File: src/design/stt_pkg.sv
// ----------------------------------------------------------------------------
// Source text tokenizer package
// Shared types, codes and helper functions for the tokenizer front end,
// the result queue and the result emitter.
// ----------------------------------------------------------------------------
package stt_pkg;

	typedef enum logic [3:0] {
		SM_IDLE,
		SM_SLASH,
		SM_LINE,
		SM_BLOCK,
		SM_BSTAR,
		SM_NUM,
		SM_IDENT,
		SM_KEY
	} scan_mode_t;

	typedef enum logic [3:0] {
		TK_KEYWORD = 4'd0,
		TK_LBRACE  = 4'd1,
		TK_RBRACE  = 4'd2,
		TK_LPAREN  = 4'd3,
		TK_RPAREN  = 4'd4,
		TK_ASSIGN  = 4'd5,
		TK_PLUS    = 4'd6,
		TK_MINUS   = 4'd7,
		TK_NUMBER  = 4'd8,
		TK_IDENT   = 4'd9
	} tok_kind_t;

	typedef enum logic [1:0] {
		ST_OK           = 2'd0,
		ST_UNRECOGNIZED = 2'd1,
		ST_UNCLOSED     = 2'd2,
		ST_NUL          = 2'd3
	} status_t;

	typedef enum logic {
		RK_TOKEN  = 1'b0,
		RK_STATUS = 1'b1
	} result_kind_t;

	localparam logic [7:0] CH_NUL    = 8'h00;
	localparam logic [7:0] CH_NL     = 8'h0A;
	localparam logic [7:0] CH_SPACE  = 8'h20;
	localparam logic [7:0] CH_LPAREN = 8'h28;
	localparam logic [7:0] CH_RPAREN = 8'h29;
	localparam logic [7:0] CH_STAR   = 8'h2A;
	localparam logic [7:0] CH_PLUS   = 8'h2B;
	localparam logic [7:0] CH_MINUS  = 8'h2D;
	localparam logic [7:0] CH_SLASH  = 8'h2F;
	localparam logic [7:0] CH_ASSIGN = 8'h3D;
	localparam logic [7:0] CH_LBRACE = 8'h7B;
	localparam logic [7:0] CH_RBRACE = 8'h7D;
	localparam logic [7:0] CH_F      = 8'h66;

	localparam logic [3:0]  KW_LEN      = 4'd8;
	localparam logic [16:0] LC_MAX      = 17'h10000;
	localparam int unsigned QUEUE_DEPTH = 4;
	localparam int unsigned QPTR_W      = $clog2(QUEUE_DEPTH);
	localparam int unsigned RES_PER_ITEM = 3;

	typedef struct packed {
		result_kind_t result_kind;
		tok_kind_t    token_kind;
		logic [15:0]  start_offset;
		logic [16:0]  token_length;
		status_t      status;
		logic [16:0]  error_line;
		logic [16:0]  error_column;
	} result_t;

	typedef struct packed {
		result_t [RES_PER_ITEM-1:0] res;
		logic [1:0]                 cnt;
	} bundle_t;

	function automatic logic [7:0] kw_char(input logic [2:0] idx);
		logic [7:0] ch;
		unique case (idx)
			3'd0: ch = 8'h66;
			3'd1: ch = 8'h75;
			3'd2: ch = 8'h6E;
			3'd3: ch = 8'h63;
			3'd4: ch = 8'h74;
			3'd5: ch = 8'h69;
			3'd6: ch = 8'h6F;
			3'd7: ch = 8'h6E;
			default: ch = 8'h00;
		endcase
		return ch;
	endfunction

	function automatic logic is_digit(input logic [7:0] ch);
		return (ch >= 8'h30) && (ch <= 8'h39);
	endfunction

	function automatic logic is_letter(input logic [7:0] ch);
		return ((ch >= 8'h41) && (ch <= 8'h5A)) || ((ch >= 8'h61) && (ch <= 8'h7A));
	endfunction

	function automatic result_t make_token(input tok_kind_t kind, input logic [15:0] start,
			input logic [16:0] len);
		result_t r;
		r.result_kind  = RK_TOKEN;
		r.token_kind   = kind;
		r.start_offset = start;
		r.token_length = len;
		r.status       = ST_OK;
		r.error_line   = 17'd0;
		r.error_column = 17'd0;
		return r;
	endfunction

	function automatic result_t make_status(input status_t st, input logic [16:0] ln,
			input logic [16:0] col);
		result_t r;
		r.result_kind  = RK_STATUS;
		r.token_kind   = TK_KEYWORD;
		r.start_offset = 16'd0;
		r.token_length = 17'd0;
		r.status       = st;
		r.error_line   = ln;
		r.error_column = col;
		return r;
	endfunction

endpackage

File: src/design/stt_scanner.sv
// ----------------------------------------------------------------------------
// Tokenizer front end
// Classifies one text byte per accepted transaction, updates the scan state
// and produces the bundle of up to three results that the byte causes.
// ----------------------------------------------------------------------------
module stt_scanner #(
	parameter int unsigned TEXT_BYTES = 65536
) (
	input  logic            clk,
	input  logic            arst_n,
	input  logic            accept,
	input  logic [7:0]      text_byte,
	input  logic            end_of_text,
	output logic            bundle_valid,
	output stt_pkg::bundle_t bundle
);

	localparam int unsigned LEN_MAX_I = (TEXT_BYTES < 65536) ? TEXT_BYTES : 65536;
	localparam logic [16:0] LEN_MAX   = 17'(LEN_MAX_I);
	localparam logic [15:0] OFF_MAX   = 16'(LEN_MAX_I - 1);

	stt_pkg::scan_mode_t mode_q, mode_n;
	logic [3:0]  kw_q, kw_n;
	logic [15:0] tok_start_q, tok_start_n;
	logic [16:0] tok_size_q, tok_size_n;
	logic [15:0] offset_q, offset_n;
	logic [16:0] line_q, line_n;
	logic [16:0] col_q, col_n;
	logic [16:0] opl_q, opl_n;
	logic [16:0] opc_q, opc_n;
	logic        halted_q, halted_n;

	logic [16:0] size_grown;
	logic        alnum;
	logic        do_idle;

	logic                 pend_v;
	stt_pkg::tok_kind_t   pend_kind;
	logic [16:0]          pend_len;
	logic                 step_v;
	stt_pkg::result_t     step_res;

	assign alnum      = stt_pkg::is_digit(text_byte) || stt_pkg::is_letter(text_byte);
	assign size_grown = (tok_size_q < LEN_MAX) ? tok_size_q + 17'd1 : tok_size_q;

	always_comb begin
		mode_n      = mode_q;
		kw_n        = kw_q;
		tok_start_n = tok_start_q;
		tok_size_n  = tok_size_q;
		offset_n    = offset_q;
		line_n      = line_q;
		col_n       = col_q;
		opl_n       = opl_q;
		opc_n       = opc_q;
		halted_n    = halted_q;
		do_idle     = 1'b0;
		pend_v      = 1'b0;
		pend_kind   = stt_pkg::TK_IDENT;
		pend_len    = tok_size_q;
		step_v      = 1'b0;
		step_res    = stt_pkg::make_status(stt_pkg::ST_OK, 17'd0, 17'd0);
		if (!halted_q) begin
			unique case (mode_q)
				stt_pkg::SM_SLASH: begin
					if (text_byte == stt_pkg::CH_SLASH) begin
						mode_n = stt_pkg::SM_LINE;
					end else if (text_byte == stt_pkg::CH_STAR) begin
						mode_n = stt_pkg::SM_BSTAR;
					end else begin
						step_v   = 1'b1;
						step_res = stt_pkg::make_status(stt_pkg::ST_UNRECOGNIZED, opl_q, opc_q);
						halted_n = 1'b1;
						mode_n   = stt_pkg::SM_IDLE;
					end
				end
				stt_pkg::SM_LINE: begin
					if (text_byte == stt_pkg::CH_NL) begin
						mode_n = stt_pkg::SM_IDLE;
					end
				end
				stt_pkg::SM_BLOCK, stt_pkg::SM_BSTAR: begin
					if (mode_q == stt_pkg::SM_BSTAR && text_byte == stt_pkg::CH_SLASH) begin
						mode_n = stt_pkg::SM_IDLE;
					end else if (text_byte == stt_pkg::CH_STAR) begin
						mode_n = stt_pkg::SM_BSTAR;
					end else begin
						mode_n = stt_pkg::SM_BLOCK;
					end
				end
				stt_pkg::SM_NUM: begin
					if (stt_pkg::is_digit(text_byte)) begin
						tok_size_n = size_grown;
					end else begin
						pend_v    = 1'b1;
						pend_kind = stt_pkg::TK_NUMBER;
						do_idle   = 1'b1;
					end
				end
				stt_pkg::SM_IDENT: begin
					if (alnum) begin
						tok_size_n = size_grown;
					end else begin
						pend_v  = 1'b1;
						do_idle = 1'b1;
					end
				end
				stt_pkg::SM_KEY: begin
					if (!kw_q[3] && text_byte == stt_pkg::kw_char(kw_q[2:0])) begin
						kw_n       = kw_q + 4'd1;
						tok_size_n = size_grown;
						if (kw_n == stt_pkg::KW_LEN) begin
							pend_v    = 1'b1;
							pend_kind = stt_pkg::TK_KEYWORD;
							pend_len  = size_grown;
							mode_n    = stt_pkg::SM_IDLE;
						end
					end else if (alnum) begin
						tok_size_n = size_grown;
						mode_n     = stt_pkg::SM_IDENT;
					end else begin
						pend_v  = 1'b1;
						do_idle = 1'b1;
					end
				end
				default: begin
					do_idle = 1'b1;
				end
			endcase

			if (do_idle) begin
				mode_n = stt_pkg::SM_IDLE;
				unique case (text_byte)
					stt_pkg::CH_SPACE, stt_pkg::CH_NL: begin
					end
					stt_pkg::CH_LBRACE: begin
						step_v   = 1'b1;
						step_res = stt_pkg::make_token(stt_pkg::TK_LBRACE, offset_q, 17'd1);
					end
					stt_pkg::CH_RBRACE: begin
						step_v   = 1'b1;
						step_res = stt_pkg::make_token(stt_pkg::TK_RBRACE, offset_q, 17'd1);
					end
					stt_pkg::CH_LPAREN: begin
						step_v   = 1'b1;
						step_res = stt_pkg::make_token(stt_pkg::TK_LPAREN, offset_q, 17'd1);
					end
					stt_pkg::CH_RPAREN: begin
						step_v   = 1'b1;
						step_res = stt_pkg::make_token(stt_pkg::TK_RPAREN, offset_q, 17'd1);
					end
					stt_pkg::CH_ASSIGN: begin
						step_v   = 1'b1;
						step_res = stt_pkg::make_token(stt_pkg::TK_ASSIGN, offset_q, 17'd1);
					end
					stt_pkg::CH_PLUS: begin
						step_v   = 1'b1;
						step_res = stt_pkg::make_token(stt_pkg::TK_PLUS, offset_q, 17'd1);
					end
					stt_pkg::CH_MINUS: begin
						step_v   = 1'b1;
						step_res = stt_pkg::make_token(stt_pkg::TK_MINUS, offset_q, 17'd1);
					end
					stt_pkg::CH_SLASH: begin
						mode_n = stt_pkg::SM_SLASH;
						opl_n  = line_q;
						opc_n  = col_q;
					end
					stt_pkg::CH_NUL: begin
						step_v   = 1'b1;
						step_res = stt_pkg::make_status(stt_pkg::ST_NUL, line_q, col_q);
						halted_n = 1'b1;
					end
					default: begin
						if (alnum) begin
							tok_start_n = offset_q;
							tok_size_n  = 17'd1;
							if (text_byte == stt_pkg::CH_F) begin
								mode_n = stt_pkg::SM_KEY;
								kw_n   = 4'd1;
							end else if (stt_pkg::is_digit(text_byte)) begin
								mode_n = stt_pkg::SM_NUM;
							end else begin
								mode_n = stt_pkg::SM_IDENT;
							end
						end else begin
							step_v   = 1'b1;
							step_res = stt_pkg::make_status(stt_pkg::ST_UNRECOGNIZED,
								line_q, col_q);
							halted_n = 1'b1;
						end
					end
				endcase
			end

			if (offset_q < OFF_MAX) begin
				offset_n = offset_q + 16'd1;
			end
			if (text_byte == stt_pkg::CH_NL) begin
				if (line_q < stt_pkg::LC_MAX) begin
					line_n = line_q + 17'd1;
				end
				col_n = 17'd1;
			end else if (col_q < stt_pkg::LC_MAX) begin
				col_n = col_q + 17'd1;
			end
		end
	end

	logic             eot_tok_v;
	stt_pkg::result_t eot_tok;
	logic             eot_stat_v;
	stt_pkg::result_t eot_stat;
	logic [1:0]       n;
	stt_pkg::bundle_t bnd;

	always_comb begin
		eot_tok_v  = end_of_text && !halted_n &&
			(mode_n == stt_pkg::SM_NUM || mode_n == stt_pkg::SM_IDENT ||
			mode_n == stt_pkg::SM_KEY);
		eot_tok    = stt_pkg::make_token(
			(mode_n == stt_pkg::SM_NUM) ? stt_pkg::TK_NUMBER : stt_pkg::TK_IDENT,
			tok_start_n, tok_size_n);
		eot_stat_v = end_of_text && !halted_n;
		if (mode_n == stt_pkg::SM_SLASH) begin
			eot_stat = stt_pkg::make_status(stt_pkg::ST_UNRECOGNIZED, opl_n, opc_n);
		end else if (mode_n == stt_pkg::SM_BLOCK || mode_n == stt_pkg::SM_BSTAR) begin
			eot_stat = stt_pkg::make_status(stt_pkg::ST_UNCLOSED, opl_n, opc_n);
		end else begin
			eot_stat = stt_pkg::make_status(stt_pkg::ST_OK, 17'd0, 17'd0);
		end

		bnd = '0;
		n   = 2'd0;
		if (pend_v) begin
			bnd.res[n] = stt_pkg::make_token(pend_kind, tok_start_q, pend_len);
			n          = n + 2'd1;
		end
		if (step_v && n != 2'd3) begin
			bnd.res[n] = step_res;
			n          = n + 2'd1;
		end
		if (eot_tok_v && n != 2'd3) begin
			bnd.res[n] = eot_tok;
			n          = n + 2'd1;
		end
		if (eot_stat_v && n != 2'd3) begin
			bnd.res[n] = eot_stat;
			n          = n + 2'd1;
		end
		bnd.cnt = n;
	end

	assign bundle       = bnd;
	assign bundle_valid = accept && (n != 2'd0);

	always_ff @(posedge clk or negedge arst_n) begin
		if (!arst_n) begin
			mode_q      <= stt_pkg::SM_IDLE;
			kw_q        <= 4'd0;
			tok_start_q <= 16'd0;
			tok_size_q  <= 17'd0;
			offset_q    <= 16'd0;
			line_q      <= 17'd1;
			col_q       <= 17'd1;
			opl_q       <= 17'd1;
			opc_q       <= 17'd1;
			halted_q    <= 1'b0;
		end else if (accept) begin
			if (end_of_text) begin
				mode_q      <= stt_pkg::SM_IDLE;
				kw_q        <= 4'd0;
				tok_start_q <= 16'd0;
				tok_size_q  <= 17'd0;
				offset_q    <= 16'd0;
				line_q      <= 17'd1;
				col_q       <= 17'd1;
				opl_q       <= 17'd1;
				opc_q       <= 17'd1;
				halted_q    <= 1'b0;
			end else begin
				mode_q      <= mode_n;
				kw_q        <= kw_n;
				tok_start_q <= tok_start_n;
				tok_size_q  <= tok_size_n;
				offset_q    <= offset_n;
				line_q      <= line_n;
				col_q       <= col_n;
				opl_q       <= opl_n;
				opc_q       <= opc_n;
				halted_q    <= halted_n;
			end
		end
	end

endmodule

File: src/design/stt_queue.sv
// ----------------------------------------------------------------------------
// Tokenizer result queue
// Short first-in first-out queue of result bundles between the front end
// and the emitter.
// ----------------------------------------------------------------------------
module stt_queue (
	input  logic             clk,
	input  logic             arst_n,
	input  logic             wr_en,
	input  stt_pkg::bundle_t wr_data,
	input  logic             rd_en,
	output stt_pkg::bundle_t head,
	output logic             q_empty,
	output logic             q_full
);

	stt_pkg::bundle_t                  mem_q [stt_pkg::QUEUE_DEPTH];
	logic [stt_pkg::QPTR_W-1:0]        wr_ptr_q;
	logic [stt_pkg::QPTR_W-1:0]        rd_ptr_q;
	logic [stt_pkg::QPTR_W:0]          count_q;

	assign head    = mem_q[rd_ptr_q];
	assign q_empty = (count_q == '0);
	assign q_full  = (count_q == (stt_pkg::QPTR_W + 1)'(stt_pkg::QUEUE_DEPTH));

	always_ff @(posedge clk) begin
		if (wr_en) begin
			mem_q[wr_ptr_q] <= wr_data;
		end
	end

	always_ff @(posedge clk or negedge arst_n) begin
		if (!arst_n) begin
			wr_ptr_q <= '0;
			rd_ptr_q <= '0;
			count_q  <= '0;
		end else begin
			if (wr_en) begin
				wr_ptr_q <= wr_ptr_q + (stt_pkg::QPTR_W)'(1);
			end
			if (rd_en) begin
				rd_ptr_q <= rd_ptr_q + (stt_pkg::QPTR_W)'(1);
			end
			if (wr_en && !rd_en) begin
				count_q <= count_q + (stt_pkg::QPTR_W + 1)'(1);
			end else if (rd_en && !wr_en) begin
				count_q <= count_q - (stt_pkg::QPTR_W + 1)'(1);
			end
		end
	end

endmodule

File: src/design/stt_emitter.sv
// ----------------------------------------------------------------------------
// Tokenizer result emitter
// Takes the bundle at the head of the queue apart into single results and
// holds each one in the output register until its transaction completes.
// ----------------------------------------------------------------------------
module stt_emitter (
	input  logic             clk,
	input  logic             arst_n,
	input  stt_pkg::bundle_t head,
	input  logic             q_empty,
	output logic             deq,
	input  logic             pop,
	output logic             empty,
	output stt_pkg::result_t res,
	output logic             last_result
);

	logic             out_valid_q;
	stt_pkg::result_t out_q;
	logic             last_q;
	logic [1:0]       idx_q;
	logic             load;
	logic             idx_last;

	assign load     = (!out_valid_q || pop) && !q_empty;
	assign idx_last = (idx_q == head.cnt - 2'd1);
	assign deq      = load && idx_last;

	assign empty       = !out_valid_q;
	assign res         = out_q;
	assign last_result = last_q;

	always_ff @(posedge clk) begin
		if (load) begin
			out_q  <= head.res[idx_q];
			last_q <= idx_last;
		end
	end

	always_ff @(posedge clk or negedge arst_n) begin
		if (!arst_n) begin
			out_valid_q <= 1'b0;
			idx_q       <= 2'd0;
		end else begin
			if (load) begin
				out_valid_q <= 1'b1;
				idx_q       <= idx_last ? 2'd0 : idx_q + 2'd1;
			end else if (pop) begin
				out_valid_q <= 1'b0;
			end
		end
	end

endmodule

File: src/design/source_text_tokenizer.sv
// ----------------------------------------------------------------------------
// Source text tokenizer
// The first result of a byte is written to the queue and then loaded into the output
// register, which drives the output ports.
// One byte per cycle while full is low; results leave the output register one per cycle
// while the receiver pops, so a byte that causes k results holds the output side until
// all k have left, and a four-bundle queue absorbs the difference until full rises.
// Reset clears the scan state, the queue pointers and the output register valid.
// ----------------------------------------------------------------------------
module source_text_tokenizer #(
	parameter int unsigned TEXT_BYTES = 65536
) (
	input  logic        clk,
	input  logic        arst_n,
	input  logic        push,
	output logic        full,
	input  logic [7:0]  text_byte,
	input  logic        end_of_text,
	output logic        empty,
	input  logic        pop,
	output logic        result_kind,
	output logic [3:0]  token_kind,
	output logic [15:0] start_offset,
	output logic [16:0] token_length,
	output logic [1:0]  status,
	output logic [16:0] error_line,
	output logic [16:0] error_column,
	output logic        last_result
);

	logic             accept;
	logic             bundle_valid;
	stt_pkg::bundle_t bundle;
	stt_pkg::bundle_t head;
	logic             q_empty;
	logic             q_full;
	logic             deq;
	stt_pkg::result_t res;

	assign full   = q_full;
	assign accept = push && !q_full;

	stt_scanner #(
		.TEXT_BYTES(TEXT_BYTES)
	) u_scanner (
		.clk         (clk),
		.arst_n      (arst_n),
		.accept      (accept),
		.text_byte   (text_byte),
		.end_of_text (end_of_text),
		.bundle_valid(bundle_valid),
		.bundle      (bundle)
	);

	stt_queue u_queue (
		.clk    (clk),
		.arst_n (arst_n),
		.wr_en  (bundle_valid),
		.wr_data(bundle),
		.rd_en  (deq),
		.head   (head),
		.q_empty(q_empty),
		.q_full (q_full)
	);

	stt_emitter u_emitter (
		.clk        (clk),
		.arst_n     (arst_n),
		.head       (head),
		.q_empty    (q_empty),
		.deq        (deq),
		.pop        (pop),
		.empty      (empty),
		.res        (res),
		.last_result(last_result)
	);

	assign result_kind  = res.result_kind;
	assign token_kind   = res.token_kind;
	assign start_offset = res.start_offset;
	assign token_length = res.token_length;
	assign status       = res.status;
	assign error_line   = res.error_line;
	assign error_column = res.error_column;

endmodule

File: config.mk
export PLATFORM = sky130hd
export DESIGN_NAME = source_text_tokenizer
export DESIGN_NICKNAME = d
export VERILOG_FILES = /design/src/design/stt_pkg.sv /design/src/design/stt_scanner.sv /design/src/design/stt_queue.sv /design/src/design/stt_emitter.sv /design/src/design/source_text_tokenizer.sv
export SDC_FILE = /design/constraint.sdc
export NUM_CORES = 1
export LEC_CHECK = 0
export BUFFER_PORTS_ARGS = -buffer_cell sky130_fd_sc_hd__buf_2
export CORE_ASPECT_RATIO = 1.1
export CORE_UTILIZATION = 43
export CTS_BUF_LIST = sky130_fd_sc_hd__clkbuf_2 sky130_fd_sc_hd__clkbuf_4 sky130_fd_sc_hd__clkbuf_8
export CTS_CLUSTER_SIZE = 14
export DETAILED_ROUTE_END_ITERATION = 10
export PLACE_DENSITY = 0.57
export SETUP_SLACK_MARGIN = 0.2
export SKIP_CTS_REPAIR_TIMING = 1
export SYNTH_ARGS = -nofsm -noshare
export SYNTH_HDL_FRONTEND = slang
export SYNTH_SLANG_ARGS = --single-unit
File: constraint.sdc
create_clock -name clk -period 16.9 [get_ports clk]
set_input_delay 1.69 -clock clk [delete_from_list [all_inputs] [get_ports clk]]
set_output_delay 1.69 -clock clk [all_outputs]
set_load 0.1 [all_outputs]
==> impl_results.html, run 1 <==
<table>
<tr><th>Metric</th><th>Value</th></tr>
<tr><th colspan="2">Detailed routing</th></tr>
<tr><td>Initial DRC Count</td><td>2220</td></tr>
<tr><td>DRC errors left</td><td>0</td></tr>
<tr><td>First-pass iteration count of the detailed router</td><td>5</td></tr>
<tr><td>Vias after detailed routing</td><td>26900</td></tr>
<tr><td>Avg Vias per Cell</td><td>5.86</td></tr>
<tr><td>Detailed Route WL</td><td>116 mm</td></tr>
<tr><td>WL/cell</td><td>25.2 um</td></tr>
<tr><td>Antenna viol nets, final</td><td>0</td></tr>
<tr><th colspan="2">Setup path</th></tr>
<tr><td>Setup crit end kind</td><td>register</td></tr>
<tr><td>Worst path required time</td><td>17350 ps</td></tr>
<tr><td>Largest fanout on the critical path</td><td>63</td></tr>
<tr><td>Worst endpoint data arrival time</td><td>9380 ps</td></tr>
<tr><td>CP startpoint kind</td><td>primary input</td></tr>
<tr><td>Kind of critical path</td><td>primary input to register</td></tr>
<tr><th colspan="2">Pwr</th></tr>
<tr><td>Internal power</td><td>5.90 mW</td></tr>
<tr><td>Switching power</td><td>3.56 mW</td></tr>
<tr><td>PD cells</td><td>182 nW/um2</td></tr>
<tr><td>Fraction of power spent switching nets</td><td>37.6%</td></tr>
<tr><td>Sequential power share</td><td>41.4%</td></tr>
<tr><td>Combinational share of power</td><td>34.3%</td></tr>
<tr><td>Leakage component of the power</td><td>17.3 nW</td></tr>
<tr><td>Maximum resistive drop on vdd</td><td>0.225 mV</td></tr>
<tr><td>Clock network fraction of design power</td><td>between 20 and 25%</td></tr>
<tr><th colspan="2">STA</th></tr>
<tr><td>Worst Setup Slack, final</td><td>7970 ps</td></tr>
<tr><td>Tightest slew margin relative to the limit</td><td>about a quarter</td></tr>
<tr><td>Share of the cycle needed by the critical path after routing</td><td>52.8%</td></tr>
<tr><td>Least-Margin Pin Slew</td><td>1130 ps</td></tr>
<tr><td>Maximum achievable frequency</td><td>112 MHz</td></tr>
<tr><td>Unrepaired setup endpoints after global routing</td><td>no</td></tr>
<tr><td>Setup skew after layout</td><td>37.4 ps</td></tr>
<tr><td>Time the worst path needs with I/O delays and setup</td><td>just under 9000 ps</td></tr>
<tr><td>Max-slew violation count</td><td>0</td></tr>
<tr><td>Setup violations, final</td><td>0</td></tr>
<tr><td>Final number of hold-violating endpoints</td><td>0</td></tr>
<tr><td>Final total negative setup slack</td><td>0 ps</td></tr>
<tr><th colspan="2">Min path</th></tr>
<tr><td>Worst hold path type</td><td>register to register</td></tr>
<tr><th colspan="2">Global route</th></tr>
<tr><td>All-layer global routing usage</td><td>between 20% and 30%</td></tr>
<tr><td>Number of global-route vias before repair</td><td>about 28000</td></tr>
<tr><td>Leftover overflow at the end of global routing</td><td>0</td></tr>
<tr><td>Antenna violations before repair</td><td>2</td></tr>
<tr><td>Wire length of the first global-routing pass</td><td>176 mm</td></tr>
<tr><td>Pin count of the biggest net entering global routing</td><td>162</td></tr>
<tr><th colspan="2">Synth</th></tr>
<tr><td>Post-synthesis register bit count</td><td>1099</td></tr>
<tr><td>Warnings, synthesis</td><td>0</td></tr>
<tr><td>Share of the yosys chip area belonging to registers</td><td>between 60% and 70%</td></tr>
<tr><td>Async set or reset register ratio after synthesis</td><td>12.4%</td></tr>
<tr><td>Average cell area after synthesis</td><td>15.9 um2</td></tr>
<tr><td>EDFF count, synth</td><td>963</td></tr>
<tr><td>Dominant register cell in the synthesized netlist</td><td>edfxtp_1</td></tr>
<tr><td>Cell taking the most area after synthesis</td><td>edfxtp_1</td></tr>
<tr><td>Number of cells produced by synthesis</td><td>between 2000 and 3000</td></tr>
<tr><td>Share of the synthesized area in the top cell type</td><td>62.1%</td></tr>
<tr><td>Number of library cell types mapped by synthesis</td><td>84</td></tr>
<tr><td>Ranking of synthesized cells by area</td><td>edfxtp_1, mux4_2, dfrtp_1</td></tr>
<tr><td>Synthesized net count</td><td>2952</td></tr>
<tr><td>Cell area after synthesis</td><td>approximately 47000 um2</td></tr>
<tr><th colspan="2">Place</th></tr>
<tr><td>Detail Placement HPWL</td><td>64.7 mm</td></tr>
<tr><td>Weighted congestion at the end of routability-driven global placement</td><td>0.919</td></tr>
<tr><td>Count of buffers from port buffering</td><td>between 80 and 90</td></tr>
<tr><td>Place WS</td><td>7190 ps</td></tr>
<tr><th colspan="2">Clocking</th></tr>
<tr><td>Number of buffers created by CTS</td><td>roughly 170</td></tr>
<tr><td>Clock edge transition at the registers on the reported setup and hold paths</td><td>60 ps</td></tr>
<tr><td>Number of levels the H-tree was split into</td><td>4</td></tr>
<tr><td>CTS tree</td><td>done</td></tr>
<tr><td>Latest clock arrival within the worst-skew pair</td><td>870 ps</td></tr>
<tr><td>Clock Tree Buf Depth</td><td>3</td></tr>
<tr><td>TritonCTS sink count</td><td>1099</td></tr>
<tr><td>Root buffer cell</td><td>clkbuf_8</td></tr>
<tr><th colspan="2">Status</th></tr>
<tr><td>Result of the run</td><td>finished clean</td></tr>
<tr><th colspan="2">Layout</th></tr>
<tr><td>Proportion of layout cells with a drive suffix above 1</td><td>22.8%</td></tr>
<tr><td>Number of filler cells placed in the layout</td><td>9015</td></tr>
<tr><td>Commonest cells after routing, fill and taps aside</td><td>edfxtp_1, nand2_1, mux4_2</td></tr>
<tr><td>Synth-to-layout area growth</td><td>11.8%</td></tr>
<tr><td>Fin nets</td><td>3066</td></tr>
<tr><td>Most common cell after layout, fill and taps aside</td><td>edfxtp_1</td></tr>
<tr><th colspan="2">Die</th></tr>
<tr><td>Die ar.</td><td>around 110000 um2</td></tr>
<tr><td>Effective utilization at floorplan</td><td>43.4%</td></tr>
<tr><td>Number of core rows</td><td>126</td></tr>
<tr><td>DIE WIDTH</td><td>about 320 um</td></tr>
<tr><td>Floorplan core area</td><td>107000 um2</td></tr>
<tr><td>Top Ports</td><td>90</td></tr>
<tr><td>Height of the die</td><td>347 um</td></tr>
<tr><th colspan="2">Job</th></tr>
<tr><td>Number of maximum-capacitance violations</td><td>0</td></tr>
</table>
-- flip-flops by register name (all words and copies together), names as in the netlist, 2 cells and up --
name / flops
u_emitter.idx_q: 2
u_queue.wr_ptr_q: 2
u_scanner.kw_q: 4
u_scanner.tok_size_q: 17
u_scanner.offset_q: 16
u_scanner.col_q: 17
u_scanner.tok_start_q: 16
u_scanner.opl_q: 17
u_queue.mem_q: 888
u_queue.count_q: 3
u_scanner.line_q: 17
u_queue.rd_ptr_q: 2
u_scanner.mode_q: 4
u_emitter.res: 74
u_scanner.opc_q: 17
-- critical path, cell delays in order --
cell and delay, ps:
buf_2 190, or4_1 600, nor2_2 150, o41ai_1 180, a31oi_4 350, nor2_1 170
a21oi_1 690, ha_1 490, a21o_1 260, or3_1 330, o22ai_2 240, and2_1 470
xnor2_2 200, inv_1 110, ha_1 190, nor2_1 240, and2_1 360, o311ai_0 240
mux2i_4 350, and2_4 910, buf_4 890
-- stage by stage --
| step | util [%] | instances | power (mW) | hold slack, ps | instance area, um2 |
|---|---|---|---|---|---|
| 2_1_floorplan | - | 2919 | 6.39 | 456 | 46600 |
| 4_1_cts | 48.5 | 4591 | 9.57 | 501 | 52000 |
| 3_5_place_dp | 45.1 | 4266 | 7.27 | 492 | 48500 |
| 6_report | 48.5 | 4595 | 9.45 | 508 | 52000 |
| 3_3_place_gp | 45.1 | 4266 | 7.21 | 474 | 48500 |
| 5_1_grt | 48.5 | 4593 | 9.87 | 529 | 52000 |
-- kinds of logic (layout without fill, tap and decap cells) --
group	count (synthesis)	in the layout	share of synthesized area, %
buffers and inverters	234	498	2.00
flip-flops	1099	1099	69.4
AO/OA/AOI/OAI	541	541	7.42
multiplexers	339	339	13.3
other	0	4	0
adder cells (fa/ha/maj)	20	20	0.554
XOR/XNOR	52	52	0.994
AND/OR/NAND/NOR	634	634	6.29
-- routing by layer --
layer	share of wire, %	track usage, %	up-vias
met5	0	0	-
met1	41	28.2	14100
met4	2.5	7.39	0
li1	-	-	11800
met2	51	36.7	865
met3	5.3	3.15	217
-- cells in the mapped netlist, types with 4 or more instances --
cell      instances
a211oi_1          5
a21boi_0         17
a21o_1            9
a21oi_1          81
a22o_1           37
a22oi_1          69
a31oi_1           8
and2_1           11
and3_1           16
buf_1            36
buf_2            26
clkbuf_1        137
dfrtp_1         132
dfstp_2           4
edfxtp_1        963
ha_1             19
inv_1            31
mux2i_1         113
mux4_2          222
nand2_1         244
nand2b_1         14
nand3_1          47
nand4_1          23
nor2_1          165
nor2b_1          13
nor3_1           25
nor4_1            7
o21ai_0         184
o22ai_1          76
o311a_1           4
o31ai_1           6
o41ai_1           4
or2_2            21
or3_1            17
or4_1             6
xnor2_1          16
xor2_1           35
-- layout make-up --
class / instances / area (um2) / area share [%]
flip-flops and latches: 1099 / 32300 / 62.1
multi-input cells: 1586 / 13400 / 25.7
clock buffers: 269 / 3200 / 6.14
well taps: 1408 / 1760 / 3.38
repair buffers: 142 / 875 / 1.68
clock inverters: 56 / 375 / 0.721
inverters: 31 / 116 / 0.224
diodes: 4 / 10.0 / 0.0192
-- power groups by stage --
stage               clock, mW  combinational [mW]  sequential (mW)
finish                   2.29                3.24             3.92
global route             2.45                3.44             3.97
CTS                      2.35                3.29             3.93
detailed placement          0                3.29             3.98
global placement            0                3.27             3.95
floorplan                   0                1.76             4.63
-- worst paths after layout --
path,cells past startpoint,slack [ps],to,startpoint
max in group asynchronous,3,14100,u_emitter.idx_q[0]$_DFFE_PN0P_,arst_n
worst max-delay path,21,7970,u_queue.mem_q[0][176]$_DFFE_PP_,text_byte[1]
worst min register to register,1,510,u_queue.count_q[2]$_DFFE_PN0P_,u_queue.count_q[2]$_DFFE_PN0P_
worst max register to register,22,8000,u_queue.mem_q[0][176]$_DFFE_PP_,u_scanner.kw_q[0]$_DFFE_PN0P_
min in group asynchronous,1,710,u_scanner.mode_q[2]$_DFFE_PN0P_,arst_n
worst min-delay path,1,510,u_queue.count_q[2]$_DFFE_PN0P_,u_queue.count_q[2]$_DFFE_PN0P_
No activity file was read; power rests on OpenSTA's default activity.
==> inputs of run 2 (changes only) <==
--- a/config.mk
+++ b/config.mk
@@ -11,7 +11,7 @@
 export CTS_BUF_LIST = sky130_fd_sc_hd__clkbuf_2 sky130_fd_sc_hd__clkbuf_4 sky130_fd_sc_hd__clkbuf_8
 export CTS_CLUSTER_SIZE = 14
 export DETAILED_ROUTE_END_ITERATION = 10
-export PLACE_DENSITY = 0.57
+export PLACE_DENSITY = 0.59
 export SETUP_SLACK_MARGIN = 0.2
 export SKIP_CTS_REPAIR_TIMING = 1
 export SYNTH_ARGS = -nofsm -noshare
==> constraint.sdc (replaced) <==
create_clock -name clk -period 8 [get_ports clk]
set_input_delay 0.8 -clock clk [delete_from_list [all_inputs] [get_ports clk]]
set_output_delay 0.8 -clock clk [all_outputs]
set_load 0.1 [all_outputs]
==> run 2 against run 1 <==
Routed wire length increased by 0.72%. Die area unchanged. Sequential power is 110% higher. Combinational power grew 120%. Critical path depth stayed put. Clock-buffer cell count decreased by 2. Cell count increased by 0.30%. Cell area up 0.64%. Clock skew rose by 6.1 ps. Setup slack lost 7200 ps. First-iteration DRC count down 0.14%. Sequential share of layout area shrank 0.40 points. Critical path type is now register to register. Largest power group unchanged. Highest routed layer unchanged.
==> impl_results.html, run 2 (synthesis results as in run 1) <==
<table>
<tr><th>Metric</th><th>Value</th></tr>
<tr><th colspan="2">Setup path</th></tr>
<tr><td>Largest fanout on the critical path</td><td>between 60 and 70</td></tr>
<tr><td>Setup crit end kind</td><td>register</td></tr>
<tr><td>Worst endpoint data arrival time</td><td>around 7700 ps</td></tr>
<tr><td>CP startpoint kind</td><td>register</td></tr>
<tr><td>Worst R2R Setup Slack</td><td>around 760 ps</td></tr>
<tr><td>Kind of critical path</td><td>register to register</td></tr>
<tr><td>Worst path required time</td><td>about 8500 ps</td></tr>
<tr><td>Worst setup path startpoint</td><td>u_scanner.kw_q[0]$_DFFE_PN0P_</td></tr>
<tr><td>Reg-to-Reg Start</td><td>u_scanner.kw_q[0]$_DFFE_PN0P_</td></tr>
<tr><th colspan="2">Die</th></tr>
<tr><td>Height of the die</td><td>347 um</td></tr>
<tr><td>DIE WIDTH</td><td>between 300 and 400 um</td></tr>
<tr><td>Die ar.</td><td>110000 um2</td></tr>
<tr><td>Effective utilization at floorplan</td><td>43.4%</td></tr>
<tr><td>Number of core rows</td><td>approximately 130</td></tr>
<tr><td>Floorplan core area</td><td>around 110000 um2</td></tr>
<tr><td>Top Ports</td><td>90</td></tr>
<tr><th colspan="2">STA</th></tr>
<tr><td>Unrepaired setup endpoints after global routing</td><td>no</td></tr>
<tr><td>Least-Margin Pin Slew</td><td>1230 ps</td></tr>
<tr><td>Final total negative setup slack</td><td>0 ps</td></tr>
<tr><td>Maximum achievable frequency</td><td>about 140 MHz</td></tr>
<tr><td>Max-slew violation count</td><td>0</td></tr>
<tr><td>Setup skew after layout</td><td>43.5 ps</td></tr>
<tr><td>Final number of hold-violating endpoints</td><td>0</td></tr>
<tr><td>Share of the cycle needed by the critical path after routing</td><td>90.6%</td></tr>
<tr><td>Setup violations, final</td><td>0</td></tr>
<tr><td>Tightest slew margin relative to the limit</td><td>16.1%</td></tr>
<tr><td>Time the worst path needs with I/O delays and setup</td><td>7240 ps</td></tr>
<tr><th colspan="2">Status</th></tr>
<tr><td>Result of the run</td><td>finished clean</td></tr>
<tr><th colspan="2">Layout</th></tr>
<tr><td>Seq. cell area</td><td>32300 um2</td></tr>
<tr><td>Final standard cell utilization of the core</td><td>roughly half</td></tr>
<tr><td>Number of standard cells in the layout, taps in and fillers out</td><td>4609</td></tr>
<tr><td>Fin nets</td><td>around 3000</td></tr>
<tr><td>Proportion of layout cells with a drive suffix above 1</td><td>23.1%</td></tr>
<tr><td>Synth-to-layout area growth</td><td>12.5%</td></tr>
<tr><td>Register bank with the most flops</td><td>u_queue.mem_q</td></tr>
<tr><td>Number of flip-flops in the largest register</td><td>about 890</td></tr>
<tr><td>Commonest cells after routing, fill and taps aside</td><td>edfxtp_1, nand2_1, mux4_2</td></tr>
<tr><td>Area of the multi-input gates</td><td>between 10000 and 15000 um2</td></tr>
<tr><td>Number of filler cells placed in the layout</td><td>approximately 9000</td></tr>
<tr><td>Most common cell after layout, fill and taps aside</td><td>edfxtp_1</td></tr>
<tr><th colspan="2">Pwr</th></tr>
<tr><td>Maximum resistive drop on vdd</td><td>~0.36 mV</td></tr>
<tr><td>Leakage component of the power</td><td>between 15 and 20 nW</td></tr>
<tr><td>PD cells</td><td>385 nW/um2</td></tr>
<tr><th colspan="2">Clocking</th></tr>
<tr><td>Number of buffers created by CTS</td><td>between 150 and 200</td></tr>
<tr><td>TritonCTS sink count</td><td>1099</td></tr>
<tr><td>CTS tree</td><td>done</td></tr>
<tr><td>Root buffer cell</td><td>clkbuf_8</td></tr>
<tr><td>Clock Tree Buf Depth</td><td>3</td></tr>
<tr><td>Latest clock arrival within the worst-skew pair</td><td>between 800 and 900 ps</td></tr>
<tr><td>Number of levels the H-tree was split into</td><td>4</td></tr>
<tr><td>Clock edge transition at the registers on the reported setup and hold paths</td><td>60 ps</td></tr>
<tr><th colspan="2">Detailed routing</th></tr>
<tr><td>WL/cell</td><td>25.3 um</td></tr>
<tr><td>Detailed Route WL</td><td>117 mm</td></tr>
<tr><td>Avg Vias per Cell</td><td>5.83</td></tr>
<tr><td>Vias after detailed routing</td><td>26900</td></tr>
<tr><td>DRC errors left</td><td>0</td></tr>
<tr><td>First-pass iteration count of the detailed router</td><td>5</td></tr>
<tr><td>Antenna viol nets, final</td><td>0</td></tr>
<tr><td>Initial DRC Count</td><td>2217</td></tr>
<tr><th colspan="2">Global route</th></tr>
<tr><td>Leftover overflow at the end of global routing</td><td>0</td></tr>
<tr><td>Number of global-route vias before repair</td><td>28300</td></tr>
<tr><td>Antenna violations before repair</td><td>2</td></tr>
<tr><td>Wire length of the first global-routing pass</td><td>174 mm</td></tr>
<tr><td>Pin count of the biggest net entering global routing</td><td>165</td></tr>
<tr><td>All-layer global routing usage</td><td>21.2%</td></tr>
<tr><th colspan="2">Place</th></tr>
<tr><td>Weighted congestion at the end of routability-driven global placement</td><td>0.889</td></tr>
<tr><td>Number of cells in the design after placement</td><td>4272</td></tr>
<tr><td>Detail Placement HPWL</td><td>63.4 mm</td></tr>
<tr><td>Count of buffers from port buffering</td><td>89</td></tr>
<tr><th colspan="2">Min path</th></tr>
<tr><td>Origin of the worst min-delay path</td><td>pop</td></tr>
<tr><td>Worst hold path type</td><td>primary input to register</td></tr>
<tr><th colspan="2">Job</th></tr>
<tr><td>Number of maximum-capacitance violations</td><td>0</td></tr>
</table>
run 2: metal layers:
metal	share of wire, %	track usage (%)	wire, um
met5	0	0	0
met4	2.5	7.12	2910
met3	5.3	3.44	6200
met2	51	36.1	59100
met1	42	27.5	48400
run 2: final cells by class:
type	count	area share, %
diodes	2	0.00955
clock buffers	267	6.20
flip-flops and latches	1099	61.7
inverters	31	0.222
clock inverters	59	0.829
repair buffers	153	2.04
multi-input cells	1590	25.6
well taps	1408	3.36
run 2: worst max-delay path, cell delays in order (launching register included):
cell	delay (ps)
dfrtp_1	520
inv_1	120
ha_1	320
mux2i_1	170
xnor2_1	120
a2111oi_0	720
nand4_1	330
a21oi_1	330
ha_1	290
a21o_1	180
or3_1	320
o22ai_2	220
and2_1	360
xnor2_2	190
inv_1	110
ha_1	190
nor2_1	250
and2_1	360
o311ai_0	230
mux2i_4	360
and2_4	650
buf_12	450
run 2: metrics by stage:
stage / power, mW / hold WS, ps / cell area [um2] / setup WS [ps]
CTS: 20.3 / -110 / 52300 / 251
floorplan: 13.4 / 456 / 46600 / -617
global placement: 15.3 / 479 / 48600 / 91.7
finish: 20.2 / 167 / 52400 / 756
global route: 21.1 / 135 / 52400 / 410
detailed placement: 15.4 / 478 / 48600 / -29.8
run 2: worst paths after layout:
path | end | cells after the start
worst max-delay path | u_queue.mem_q[3][100]$_DFFE_PP_ | 21
worst min-delay path | u_emitter.out_valid_q$_DFFE_PN0P_ | 2
worst max register to register | u_queue.mem_q[3][100]$_DFFE_PP_ | 21
worst min register to register | u_queue.count_q[2]$_DFFE_PN0P_ | 1
max in group asynchronous | u_scanner.tok_start_q[9]$_DFFE_PN0P_ | 4
min in group asynchronous | u_scanner.tok_size_q[12]$_DFFE_PN0P_ | 2
run 2: power breakdown:
group	leakage [nW]	switching (mW)	total, mW	internal (mW)
clock network	1.94	2.19	4.94	2.76
registers	10.9	0.506	8.24	7.73
logic	4.54	4.87	7.01	2.14
